## src/rtl/m2h_pkg.sv

```systemverilog
// shared types and constants for the murmur2 32-bit hash core
// no dependencies; used by every module under rtl except m2h_queue

package m2h_pkg;

  // mixing multiplier and shift amounts
  localparam logic [31:0] MIX_MULT    = 32'h5bd1e995;
  localparam int unsigned MIX_SHIFT   = 24;
  localparam int unsigned FIN_SHIFT_A = 13;
  localparam int unsigned FIN_SHIFT_B = 15;

  // default depth of the queues between the parts
  localparam int unsigned QUEUE_DEPTH_DEF = 4;

  // what an item does to the running hash
  typedef enum logic [1:0] {
    KIND_NONE = 2'd0,
    KIND_FULL = 2'd1,
    KIND_TAIL = 2'd2
  } kind_t;

  // classified item handed from front to back
  typedef struct packed {
    logic        first;
    logic [31:0] length;
    logic [31:0] data;
    kind_t       kind;
    logic        last;
  } item_t;

endpackage

```

## src/rtl/m2h_queue.sv

```systemverilog
// small first-in first-out queue with a register-array store
// no package dependency; used between front and back and on the result side

module m2h_queue #(
  parameter int unsigned WIDTH = 32,
  parameter int unsigned DEPTH = 4
) (
  input  logic             clk,
  input  logic             rst_n,
  input  logic             push,
  input  logic [WIDTH-1:0] wdata,
  output logic             full,
  input  logic             pop,
  output logic [WIDTH-1:0] rdata,
  output logic             empty
);

  localparam int unsigned PTR_W = (DEPTH > 1) ? $clog2(DEPTH) : 1;
  localparam int unsigned CNT_W = $clog2(DEPTH + 1);

  logic [WIDTH-1:0] mem [DEPTH];
  logic [PTR_W-1:0] wr_ptr_r, wr_ptr_nxt;
  logic [PTR_W-1:0] rd_ptr_r, rd_ptr_nxt;
  logic [CNT_W-1:0] count_r, count_nxt;
  logic             do_push, do_pop;

  assign full    = (count_r == CNT_W'(DEPTH));
  assign empty   = (count_r == '0);
  assign do_push = push && !full;
  assign do_pop  = pop && !empty;
  assign rdata   = mem[rd_ptr_r];

  // pointer wrap and occupancy
  always_comb begin
    wr_ptr_nxt = wr_ptr_r;
    rd_ptr_nxt = rd_ptr_r;
    count_nxt  = count_r;
    if (do_push) begin
      wr_ptr_nxt = (wr_ptr_r == PTR_W'(DEPTH - 1)) ? '0 : wr_ptr_r + 1'b1;
    end
    if (do_pop) begin
      rd_ptr_nxt = (rd_ptr_r == PTR_W'(DEPTH - 1)) ? '0 : rd_ptr_r + 1'b1;
    end
    if (do_push && !do_pop) begin
      count_nxt = count_r + 1'b1;
    end else if (do_pop && !do_push) begin
      count_nxt = count_r - 1'b1;
    end
  end

  // control state
  always_ff @(posedge clk) begin
    if (!rst_n) begin
      wr_ptr_r <= '0;
      rd_ptr_r <= '0;
      count_r  <= '0;
    end else begin
      wr_ptr_r <= wr_ptr_nxt;
      rd_ptr_r <= rd_ptr_nxt;
      count_r  <= count_nxt;
    end
  end

  // storage write
  always_ff @(posedge clk) begin
    if (do_push) begin
      mem[wr_ptr_r] <= wdata;
    end
  end

endmodule

```

## src/rtl/m2h_front.sv

```systemverilog
// front part: takes input beats, classifies them and mixes full words
// depends on m2h_pkg; feeds the queue in front of m2h_back

module m2h_front (
  input  logic               clk,
  input  logic               rst_n,
  input  logic               in_vld,
  output logic               in_rdy,
  input  logic               first_item,
  input  logic [31:0]        key_length,
  input  logic [31:0]        key_word,
  input  logic [2:0]         byte_count,
  input  logic               last_item,
  output logic               out_vld,
  input  logic               out_full,
  output m2h_pkg::item_t     out_item
);

  logic           s1_v_r;
  m2h_pkg::item_t s1_item_r, s1_item_nxt;
  logic [31:0]    s1_prod_r;
  logic           s2_v_r;
  m2h_pkg::item_t s2_item_r, s2_item_nxt;
  logic           s1_en, s2_en;
  logic [31:0]    mix_x;
  logic [31:0]    mix_prod;

  // stall chain: a stage moves when it is empty or its successor moves
  assign s2_en  = !s2_v_r || !out_full;
  assign s1_en  = !s1_v_r || s2_en;
  assign in_rdy = s1_en;

  // classify by byte count and mask off unused bytes of a tail
  always_comb begin
    s1_item_nxt.first  = first_item;
    s1_item_nxt.length = key_length;
    s1_item_nxt.last   = last_item;
    unique case (byte_count)
      3'd0: begin
        s1_item_nxt.kind = m2h_pkg::KIND_NONE;
        s1_item_nxt.data = key_word;
      end
      3'd1: begin
        s1_item_nxt.kind = m2h_pkg::KIND_TAIL;
        s1_item_nxt.data = key_word & 32'h0000_00ff;
      end
      3'd2: begin
        s1_item_nxt.kind = m2h_pkg::KIND_TAIL;
        s1_item_nxt.data = key_word & 32'h0000_ffff;
      end
      3'd3: begin
        s1_item_nxt.kind = m2h_pkg::KIND_TAIL;
        s1_item_nxt.data = key_word & 32'h00ff_ffff;
      end
      default: begin
        s1_item_nxt.kind = m2h_pkg::KIND_FULL;
        s1_item_nxt.data = key_word;
      end
    endcase
  end

  // second half of the word mix
  assign mix_x    = s1_prod_r ^ (s1_prod_r >> m2h_pkg::MIX_SHIFT);
  assign mix_prod = mix_x * m2h_pkg::MIX_MULT;

  always_comb begin
    s2_item_nxt = s1_item_r;
    if (s1_item_r.kind == m2h_pkg::KIND_FULL) begin
      s2_item_nxt.data = mix_prod;
    end
  end

  // stage valids
  always_ff @(posedge clk) begin
    if (!rst_n) begin
      s1_v_r <= 1'b0;
      s2_v_r <= 1'b0;
    end else begin
      if (s1_en) begin
        s1_v_r <= in_vld;
      end
      if (s2_en) begin
        s2_v_r <= s1_v_r;
      end
    end
  end

  // stage payloads
  always_ff @(posedge clk) begin
    if (s1_en) begin
      s1_item_r <= s1_item_nxt;
      s1_prod_r <= key_word * m2h_pkg::MIX_MULT;
    end
    if (s2_en) begin
      s2_item_r <= s2_item_nxt;
    end
  end

  assign out_vld  = s2_v_r;
  assign out_item = s2_item_r;

endmodule

```

## src/rtl/m2h_back.sv

```systemverilog
// back part: folds classified items into the running hash and finalises
// depends on m2h_pkg; reads the middle queue, writes the result queue

module m2h_back (
  input  logic           clk,
  input  logic           rst_n,
  input  logic [31:0]    seed,
  input  logic           q_empty,
  input  m2h_pkg::item_t q_item,
  output logic           q_pop,
  output logic           res_push,
  input  logic           res_full,
  output logic [31:0]    res_data
);

  logic [31:0] running_hash_r;
  logic [31:0] h_start;
  logic [31:0] mul_op;
  logic [31:0] mul_prod;
  logic [31:0] h_nxt;
  logic        hfin_v_r;
  logic [31:0] hfin_r;
  logic        mul_v_r;
  logic [31:0] mul_r;
  logic [31:0] fin_x;
  logic        fin_en, mul_en;

  assign mul_en = !mul_v_r || !res_full;
  assign fin_en = !hfin_v_r || mul_en;
  assign q_pop  = !q_empty && fin_en;

  // hash update: one shared multiplier per beat
  assign h_start  = q_item.first ? (seed ^ q_item.length) : running_hash_r;
  assign mul_op   = (q_item.kind == m2h_pkg::KIND_TAIL) ? (h_start ^ q_item.data) : h_start;
  assign mul_prod = mul_op * m2h_pkg::MIX_MULT;

  always_comb begin
    unique case (q_item.kind)
      m2h_pkg::KIND_FULL: h_nxt = mul_prod ^ q_item.data;
      m2h_pkg::KIND_TAIL: h_nxt = mul_prod;
      default:            h_nxt = h_start;
    endcase
  end

  // finalisation first xor-shift
  assign fin_x = hfin_r ^ (hfin_r >> m2h_pkg::FIN_SHIFT_A);

  // control state and running hash
  always_ff @(posedge clk) begin
    if (!rst_n) begin
      running_hash_r <= '0;
      hfin_v_r       <= 1'b0;
      mul_v_r        <= 1'b0;
    end else begin
      if (q_pop) begin
        running_hash_r <= h_nxt;
      end
      if (fin_en) begin
        hfin_v_r <= q_pop && q_item.last;
      end
      if (mul_en) begin
        mul_v_r <= hfin_v_r;
      end
    end
  end

  // finalisation payload stages
  always_ff @(posedge clk) begin
    if (fin_en) begin
      hfin_r <= h_nxt;
    end
    if (mul_en) begin
      mul_r <= fin_x * m2h_pkg::MIX_MULT;
    end
  end

  assign res_push = mul_v_r && !res_full;
  assign res_data = mul_r ^ (mul_r >> m2h_pkg::FIN_SHIFT_B);

endmodule

```

## src/rtl/murmur2_hash_32_core.sv

```systemverilog
// A result passes through front stages s1 and s2, the middle queue, the back's hfin_r and mul_r
// registers, and the result queue.
// Throughput: one input beat per cycle when nothing stalls, held by the single hash-update
// multiplier in m2h_back that must finish each beat before the next beat reads the
// running hash. Reset (synchronous, rst_n low): queues and pipeline valids cleared,
// running hash 0, hash seed 0.

module murmur2_hash_32_core #(
  parameter int unsigned QUEUE_DEPTH = m2h_pkg::QUEUE_DEPTH_DEF
) (
  input  logic        clk,
  input  logic        rst_n,
  // configuration port
  input  logic        psel,
  input  logic        penable,
  input  logic        pwrite,
  input  logic [1:0]  paddr,
  input  logic [31:0] pwdata,
  output logic [31:0] prdata,
  output logic        pready,
  // input channel
  input  logic        push,
  output logic        full,
  input  logic        in_first_item,
  input  logic [31:0] in_key_length,
  input  logic [31:0] in_key_word,
  input  logic [2:0]  in_byte_count,
  input  logic        in_last_item,
  // result channel
  output logic        empty,
  input  logic        pop,
  output logic [31:0] out_hash_value
);

  localparam int unsigned ITEM_W = $bits(m2h_pkg::item_t);

  logic [31:0]    hash_seed_r;
  logic           in_rdy;
  logic           fr_vld;
  m2h_pkg::item_t fr_item;
  logic           mq_full, mq_empty, mq_pop;
  logic [ITEM_W-1:0] mq_rdata;
  m2h_pkg::item_t mq_item;
  logic           res_push, res_full;
  logic [31:0]    res_data;

  // seed register; the only register, so every word offset maps to it
  assign pready = 1'b1;
  assign prdata = (paddr == 2'd0) ? hash_seed_r : hash_seed_r;

  always_ff @(posedge clk) begin
    if (!rst_n) begin
      hash_seed_r <= '0;
    end else if (psel && penable && pwrite && pready) begin
      hash_seed_r <= pwdata;
    end
  end

  assign full = !in_rdy;

  m2h_front u_front (
    .clk        (clk),
    .rst_n      (rst_n),
    .in_vld     (push),
    .in_rdy     (in_rdy),
    .first_item (in_first_item),
    .key_length (in_key_length),
    .key_word   (in_key_word),
    .byte_count (in_byte_count),
    .last_item  (in_last_item),
    .out_vld    (fr_vld),
    .out_full   (mq_full),
    .out_item   (fr_item)
  );

  // queue between front and back
  m2h_queue #(
    .WIDTH (ITEM_W),
    .DEPTH (QUEUE_DEPTH)
  ) u_mid_q (
    .clk   (clk),
    .rst_n (rst_n),
    .push  (fr_vld),
    .wdata (fr_item),
    .full  (mq_full),
    .pop   (mq_pop),
    .rdata (mq_rdata),
    .empty (mq_empty)
  );

  assign mq_item = m2h_pkg::item_t'(mq_rdata);

  m2h_back u_back (
    .clk      (clk),
    .rst_n    (rst_n),
    .seed     (hash_seed_r),
    .q_empty  (mq_empty),
    .q_item   (mq_item),
    .q_pop    (mq_pop),
    .res_push (res_push),
    .res_full (res_full),
    .res_data (res_data)
  );

  // result queue
  m2h_queue #(
    .WIDTH (32),
    .DEPTH (QUEUE_DEPTH)
  ) u_res_q (
    .clk   (clk),
    .rst_n (rst_n),
    .push  (res_push),
    .wdata (res_data),
    .full  (res_full),
    .pop   (pop),
    .rdata (out_hash_value),
    .empty (empty)
  );

endmodule
```

## config.mk

```make
export PLATFORM = sky130hd
export DESIGN_NAME = murmur2_hash_32_core
export DESIGN_NICKNAME = d
export VERILOG_FILES = /design/src/rtl/m2h_pkg.sv /design/src/rtl/m2h_queue.sv /design/src/rtl/m2h_front.sv /design/src/rtl/m2h_back.sv /design/src/rtl/murmur2_hash_32_core.sv
export SDC_FILE = /design/constraint.sdc
export NUM_CORES = 2
export LEC_CHECK = 0
export BUFFER_PORTS_ARGS = -buffer_cell sky130_fd_sc_hd__buf_2
export CAP_MARGIN = 20
export CORE_ASPECT_RATIO = 0.7
export CORE_MARGIN = 2
export CORE_UTILIZATION = 59
export CTS_BUF_LIST = sky130_fd_sc_hd__clkbuf_8 sky130_fd_sc_hd__clkbuf_16
export CTS_CLUSTER_SIZE = 25
export DETAILED_ROUTE_END_ITERATION = 6
export GPL_TIMING_DRIVEN = 0
export HOLD_SLACK_MARGIN = 0.03
export PLACE_DENSITY = 0.75
export SYNTH_ARGS = -nofsm -noshare
export SYNTH_HDL_FRONTEND = slang
export SYNTH_SLANG_ARGS = --single-unit
```

## constraint.sdc

```tcl
create_clock -name clk -period 10.5 [get_ports clk]
set_input_delay 1.05 -clock clk [delete_from_list [all_inputs] [get_ports clk]]
set_output_delay 1.05 -clock clk [all_outputs]
set_load 0.03 [all_outputs]
```

### Yosys cells after proc, flatten, opt, wreduce, memory -nomap -nowiden

Memory sizes are Yosys's and may differ from the RTL's. A register that Yosys moved wholly into a read port is not among the register bits.
Cells that the tools add are included.

* flip-flop bits (word level): 314
* bits in writable memories: 400
* input port bits: 110
* output and inout port bits: 67
* memories: 2

Memories
* u_mid_q.mem: depth 4, bits a word 68, rd ports 1, clocked after memory_dff 1, write ports 1, RTL line m2h_queue.sv:21 `logic [WIDTH-1:0] mem [DEPTH];`
* u_res_q.mem: depth 4, bits a word 32, rd ports 1, clocked after memory_dff 1, write ports 1, RTL line m2h_queue.sv:21

* add/subtract/negate cells: 8
* multiply operators: 4
* eq/ne operators: 12
* multiplexer cells: 21
* bitwise gates (word level): 6
* reductions and logical operators: 35

Operators with widths (count)
* case mux 34 bit (4 select lines): 1
* multiplier 32 x 31 -> 32 bit, second input constant: 4
* two-way mux 32 bit: 3
* bitwise XOR 32 bit: 3
* case mux 32 bit (2 select lines): 1
* bitwise XOR 32 x 17 -> 32 bit: 1
* bitwise XOR 32 x 19 -> 32 bit: 1
* bitwise XOR 32 x 8 -> 32 bit: 1
* two-way mux 2 bit: 8
* logical AND 1 bit: 13
* logical NOT 1 bit: 13
* two-way mux 3 bit: 4
* == test 2 bit, second input constant: 5
* logical NOT 3 bit: 3
* adder 2 x 1 -> 2 bit, second input constant: 4
* adder 3 x 1 -> 3 bit, second input constant: 2
* == test 3 x 2 -> 1 bit, second input constant: 2
* == test 3 bit, second input constant: 2
* subtractor 3 x 1 -> 3 bit, second input constant: 2
* == test 2 x 1 -> 1 bit, second input constant: 2
* logical OR 1 bit: 4
* two-way mux 1 bit: 4
* nonzero test 2 bit: 2
* == test 3 x 1 -> 1 bit, second input constant: 1

### Depth between registers and ports, before layout

* depth in word-level cells: 9
* mapped depth: 43
* gate-level depth less buffers: 34

### Hierarchy

From an unflattened synthesis, not the netlist that was laid out.

* cell total of the unflattened synthesis: 5349
* area total of the unflattened synthesis: 63445.8 um2

Modules (own cells, without submodules)
* m2h_front: times used 1, cells an instance 2155, area an instance 23369.9 um2
* m2h_back: times used 1, cells an instance 2426, area an instance 23298.6 um2
* m2h_queue (u_mid_q): times used 1, cells an instance 407, area an instance 10309.9 um2
* m2h_queue (u_res_q): times used 1, cells an instance 218, area an instance 5138.7 um2
* murmur2_hash_32_core: times used 1, cells an instance 143, area an instance 1328.8 um2

### Worst setup path before layout

No wires, ideal clock.

* path type: register -> register
* start point: reg with a tool-made name
* end point: reg u_back.hfin_r[28], data pin
* library setup time: 0.265 ns
* arrival: 10.320 ns
* required time: 10.235 ns
* setup slack: -0.085 ns
* cell stages (with the launch flop): 41
* buffers on the path: 11
* period minus slack after synthesis: 10.585 ns
* path through: dfxtp_1 > buf_6 > buf_6 > buf_2 > buf_2 > buf_2 > buf_2 > mux4_2 > inv_1 > ha_1 > clkbuf_1 > buf_1 > clkbuf_1 > buf_1 > clkbuf_1 > nand2_1 > xor2_1 > ha_1 > [... 5 more ...] > fa_1 > fa_1 > inv_1 > fa_1 > inv_1 > ha_1 > a21oi_1 > nor2b_1 > o21ai_1 > nand2b_1 > a21o_1 > a21o_1 > o31ai_1 > mux2i_1 > nand3_1 > xor2_1 > a221oi_1 > nor2_1

RTL lines
* to (signal assigned): RTL line m2h_back.sv:70 `hfin_r <= h_nxt;`
* to (decl): RTL line m2h_back.sv:22 `logic [31:0] hfin_r;`

==> reports/metrics.cfg <==
[outcome]
run_status = finished clean

[sta]
max_freq_ghz = 0.09793
headroom_to_the_max_slew_limit = 0.1710
fin_crit_sh = 0.9725
final-setup-viol-count = 0
final_critical_delay_including_setup_and_external_delays_ns = 10.21
final.setup_skew_ns = 0.03776
worst-slew-pin-transition_ns = 1.239
grt_setup_unrepaired = no
final_count_of_hold_timing_violations = 0
slew_violations = 0

[grt]
maximum_number_of_pins_on_one_net_before_global_route_repair = 67
grt_antenna_before_repair = 7
grt_usage = 0.3080
grt_overflow = 0
first_global_vias = 39620
grt_pass1_wl_um = 244200

[clock_tree]
h_tree_level_count = 3
cts_made_buffers = 69
worst_skew_pair.late_latency_ns = 0.66
clkSlewWorstSetupHoldPaths_ns = 0.07
clock_tree_buffer_depth = 3
clockRootBuffer = clkbuf_16
clock_tree_from_tritoncts = built
tritoncts_num_sinks = 716
postCtsHoldBufs = 0

[die]
ioPinCount = 177
rows = 99
core_area_um2 = 104400
design.die.area_um2 = 108200
die_height_um = 275.8
floorplan.die.width_um = 392.3
starting_utilization_of_the_core_area = 0.5962

[place]
finalWeightedCongestion = 0.9843
standard_cell_area_after_detailed_placement_um2 = 65590
hpwlAfterDp_um = 128500
port_buffers = 173

[detailed_routing]
drtPass1Iterations = 6
drc = 0
detail_route.wirelength_um = 159200
drt-initial-drc-count = 3992
detail_route.vias_per_cell = 5.582
dr_total_vias = 38660
antenna_left = 0
wl_per_cell_um = 22.99

[yosys]
number_of_synthesized_register_bits = 716
synth.area.top_cells = edfxtp_1, fa_1, ha_1, inv_1, mux4_2
syn_area_per_cell_um2 = 12.03
ys_seq_area_frac = 0.3315
yosys_most_used_dff = edfxtp_1
netlist_instances = 5177
synth.largest_area_cell = edfxtp_1
syn-cell-area_um2 = 62250
netlist-cell-type-count = 79
leading_cell_type_by_number_of_instances_after_synthesis = inv_1
synth_enable_flop_cells = 630
synth_common_cells = inv_1, ha_1, fa_1, edfxtp_1, nand2_1
postSynthNetCount = 6862
synthesis.yosys.warnings = 0
synthDominantCellAreaShare = 0.3039
post_synth_arst_share = 0

[finish]
final_instance_area_um2 = 68210
final_nets = 7141
synthToLayoutAreaGrowth_pct = 9.567
drive_above_1_share = 0.09220

[worst_setup_path]
critical_path_peak_fanout = 28
timing.critical_path.to_type = register
crit_slowest_cell = fa_1
critical_path.max_stage_delay_ns = 0.54
arrival_ns = 10.71
crit_path_frequent_cell = inv_1
cp-start-kind = register
worst-endpoint-required_ns = 10.99
setup.worst_path.class = reg2reg

[worst_hold_path]
hp-class = reg2reg

[job]
max_cap_viol_count = 0

cell usage in the layout, fill, tap and decap left out, types with 16 or more instances in the layout:
cell / count
clkbuf_16: 69
inv_1: 1348
fa_1: 713
mux4_2: 100
nand2b_1: 25
xor2_1: 137
nor2_1: 99
clkbuf_1: 43
a221oi_1: 16
dfxtp_1: 86
o21ai_0: 58
xnor2_1: 224
a21oi_1: 173
o21ai_1: 28
buf_4: 21
edfxtp_1: 630
and2_1: 35
o21bai_1: 20
a211oi_1: 16
mux2i_1: 17
buf_2: 177
ha_1: 861
a21o_1: 44
nor3_1: 26
xor2_2: 28
nand2_1: 233
nor2b_1: 20
repair_timing:
action,in CTS,in global routing
resized for setup,48,10
endpoints found under the setup margin,48,23
setup buffers,4,3
pin swaps,0,4
worst paths after layout:
| check | cells after the start | slack, ns | end | start |
|---|---|---|---|---|
| max reg2reg | 40 | 0.29 | u_back.running_hash_r[29]$_SDFFE_PN0P_ | register |
| min | 0 | 0.42 | u_front.out_item[42]$_DFFE_PP_ | u_front.s1_item_r[42]$_DFFE_PN_ |
| min reg2reg | 0 | 0.42 | u_front.out_item[42]$_DFFE_PP_ | u_front.s1_item_r[42]$_DFFE_PN_ |
| max | 40 | 0.29 | u_back.running_hash_r[29]$_SDFFE_PN0P_ | register |
logic make-up (layout without fill, tap and decap cells):
| kind of cell | after synthesis | count (layout) | synth area share |
|---|---|---|---|
| simple gates | 508 | 508 | 0.03712 |
| fa+ha+maj | 1583 | 1583 | 0.4038 |
| compound gates | 432 | 432 | 0.04285 |
| mux | 121 | 121 | 0.04004 |
| other cells | 1 | 2 | 0.00006024 |
| xor+xnor | 403 | 403 | 0.05865 |
| buf+inv | 1413 | 1746 | 0.08594 |
| flops | 716 | 716 | 0.3315 |
cell type report:
| class | instances | area (µm²) |
|---|---|---|
| Multi-Input combinational cell | 3048 | 36630 |
| Fill cell | 7778 | 36210 |
| Inverter | 1333 | 5006 |
| Tap cell | 1414 | 1769 |
| Clock buffer | 73 | 1782 |
| Sequential cell | 716 | 20640 |
| Buffer | 74 | 390.4 |
| Antenna cell | 1 | 2.502 |
| Clock inverter | 52 | 524.3 |
| Timing Repair Buffer | 214 | 1465 |
per-stage QoR:
step	setup WS (ns)	cells	TNS, ns	hold WS, ns	util
after CTS	0.09160	6923	0	0.4186	0.6526
final	0.2884	6925	0	0.4185	0.6532
after global routing	0.07851	6924	0	0.4230	0.6532
after global placement	-4.309	6764	-130.77	0.4018	0.6216
after floorplan	0.01272	5177	0	0.4003	-
after detailed placement	-3.679	6797	-101.67	0.4045	0.6281
layer usage:
layer | share of wire | up-vias | GRT usage | routed length, µm
met3 | 0.13 | 177 | 0.09055 | 20230
met1 | 0.46 | 19380 | 0.4973 | 73790
met4 | 0.015 | 6 | 0.05243 | 2406
met2 | 0.39 | 1796 | 0.4117 | 62740
li1 | - | 17300 | - | -
met5 | 0.00024 | - | 0 | 38
worst max-delay path: cells and delay by family (launching register included):
kind | cells | cell delay (ns)
buffers and inverters | 13 | 1.94
flip-flops | 1 | 0.48
AO/OA/AOI/OAI | 8 | 2.04
XOR/XNOR | 3 | 0.76
adder cells (fa/ha/maj) | 10 | 3.71
AND/OR/NAND/NOR | 5 | 0.69
multiplexers | 1 | 0.34
sequential cells by signal (all words and copies together), names as in the netlist, named ones only:
signal / cells
prdata: 32
u_back.hfin_r: 32
u_back.hfin_v_r: 1
u_back.mul_r: 32
u_back.mul_v_r: 1
u_back.running_hash_r: 32
u_front.out_item: 68
u_front.out_vld: 1
u_front.s1_item_r: 66
u_front.s1_prod_r: 32
u_front.s1_v_r: 1
u_mid_q.count_r: 3
u_mid_q.mem: 272
u_mid_q.rd_ptr_r: 2
u_mid_q.wr_ptr_r: 2
u_res_q.count_r: 3
u_res_q.mem: 128
u_res_q.rd_ptr_r: 2
u_res_q.wr_ptr_r: 2
Power is left out: the tool's default activity adds up to more than one toggle a clock period on the data nets, which glitch-free logic cannot reach.
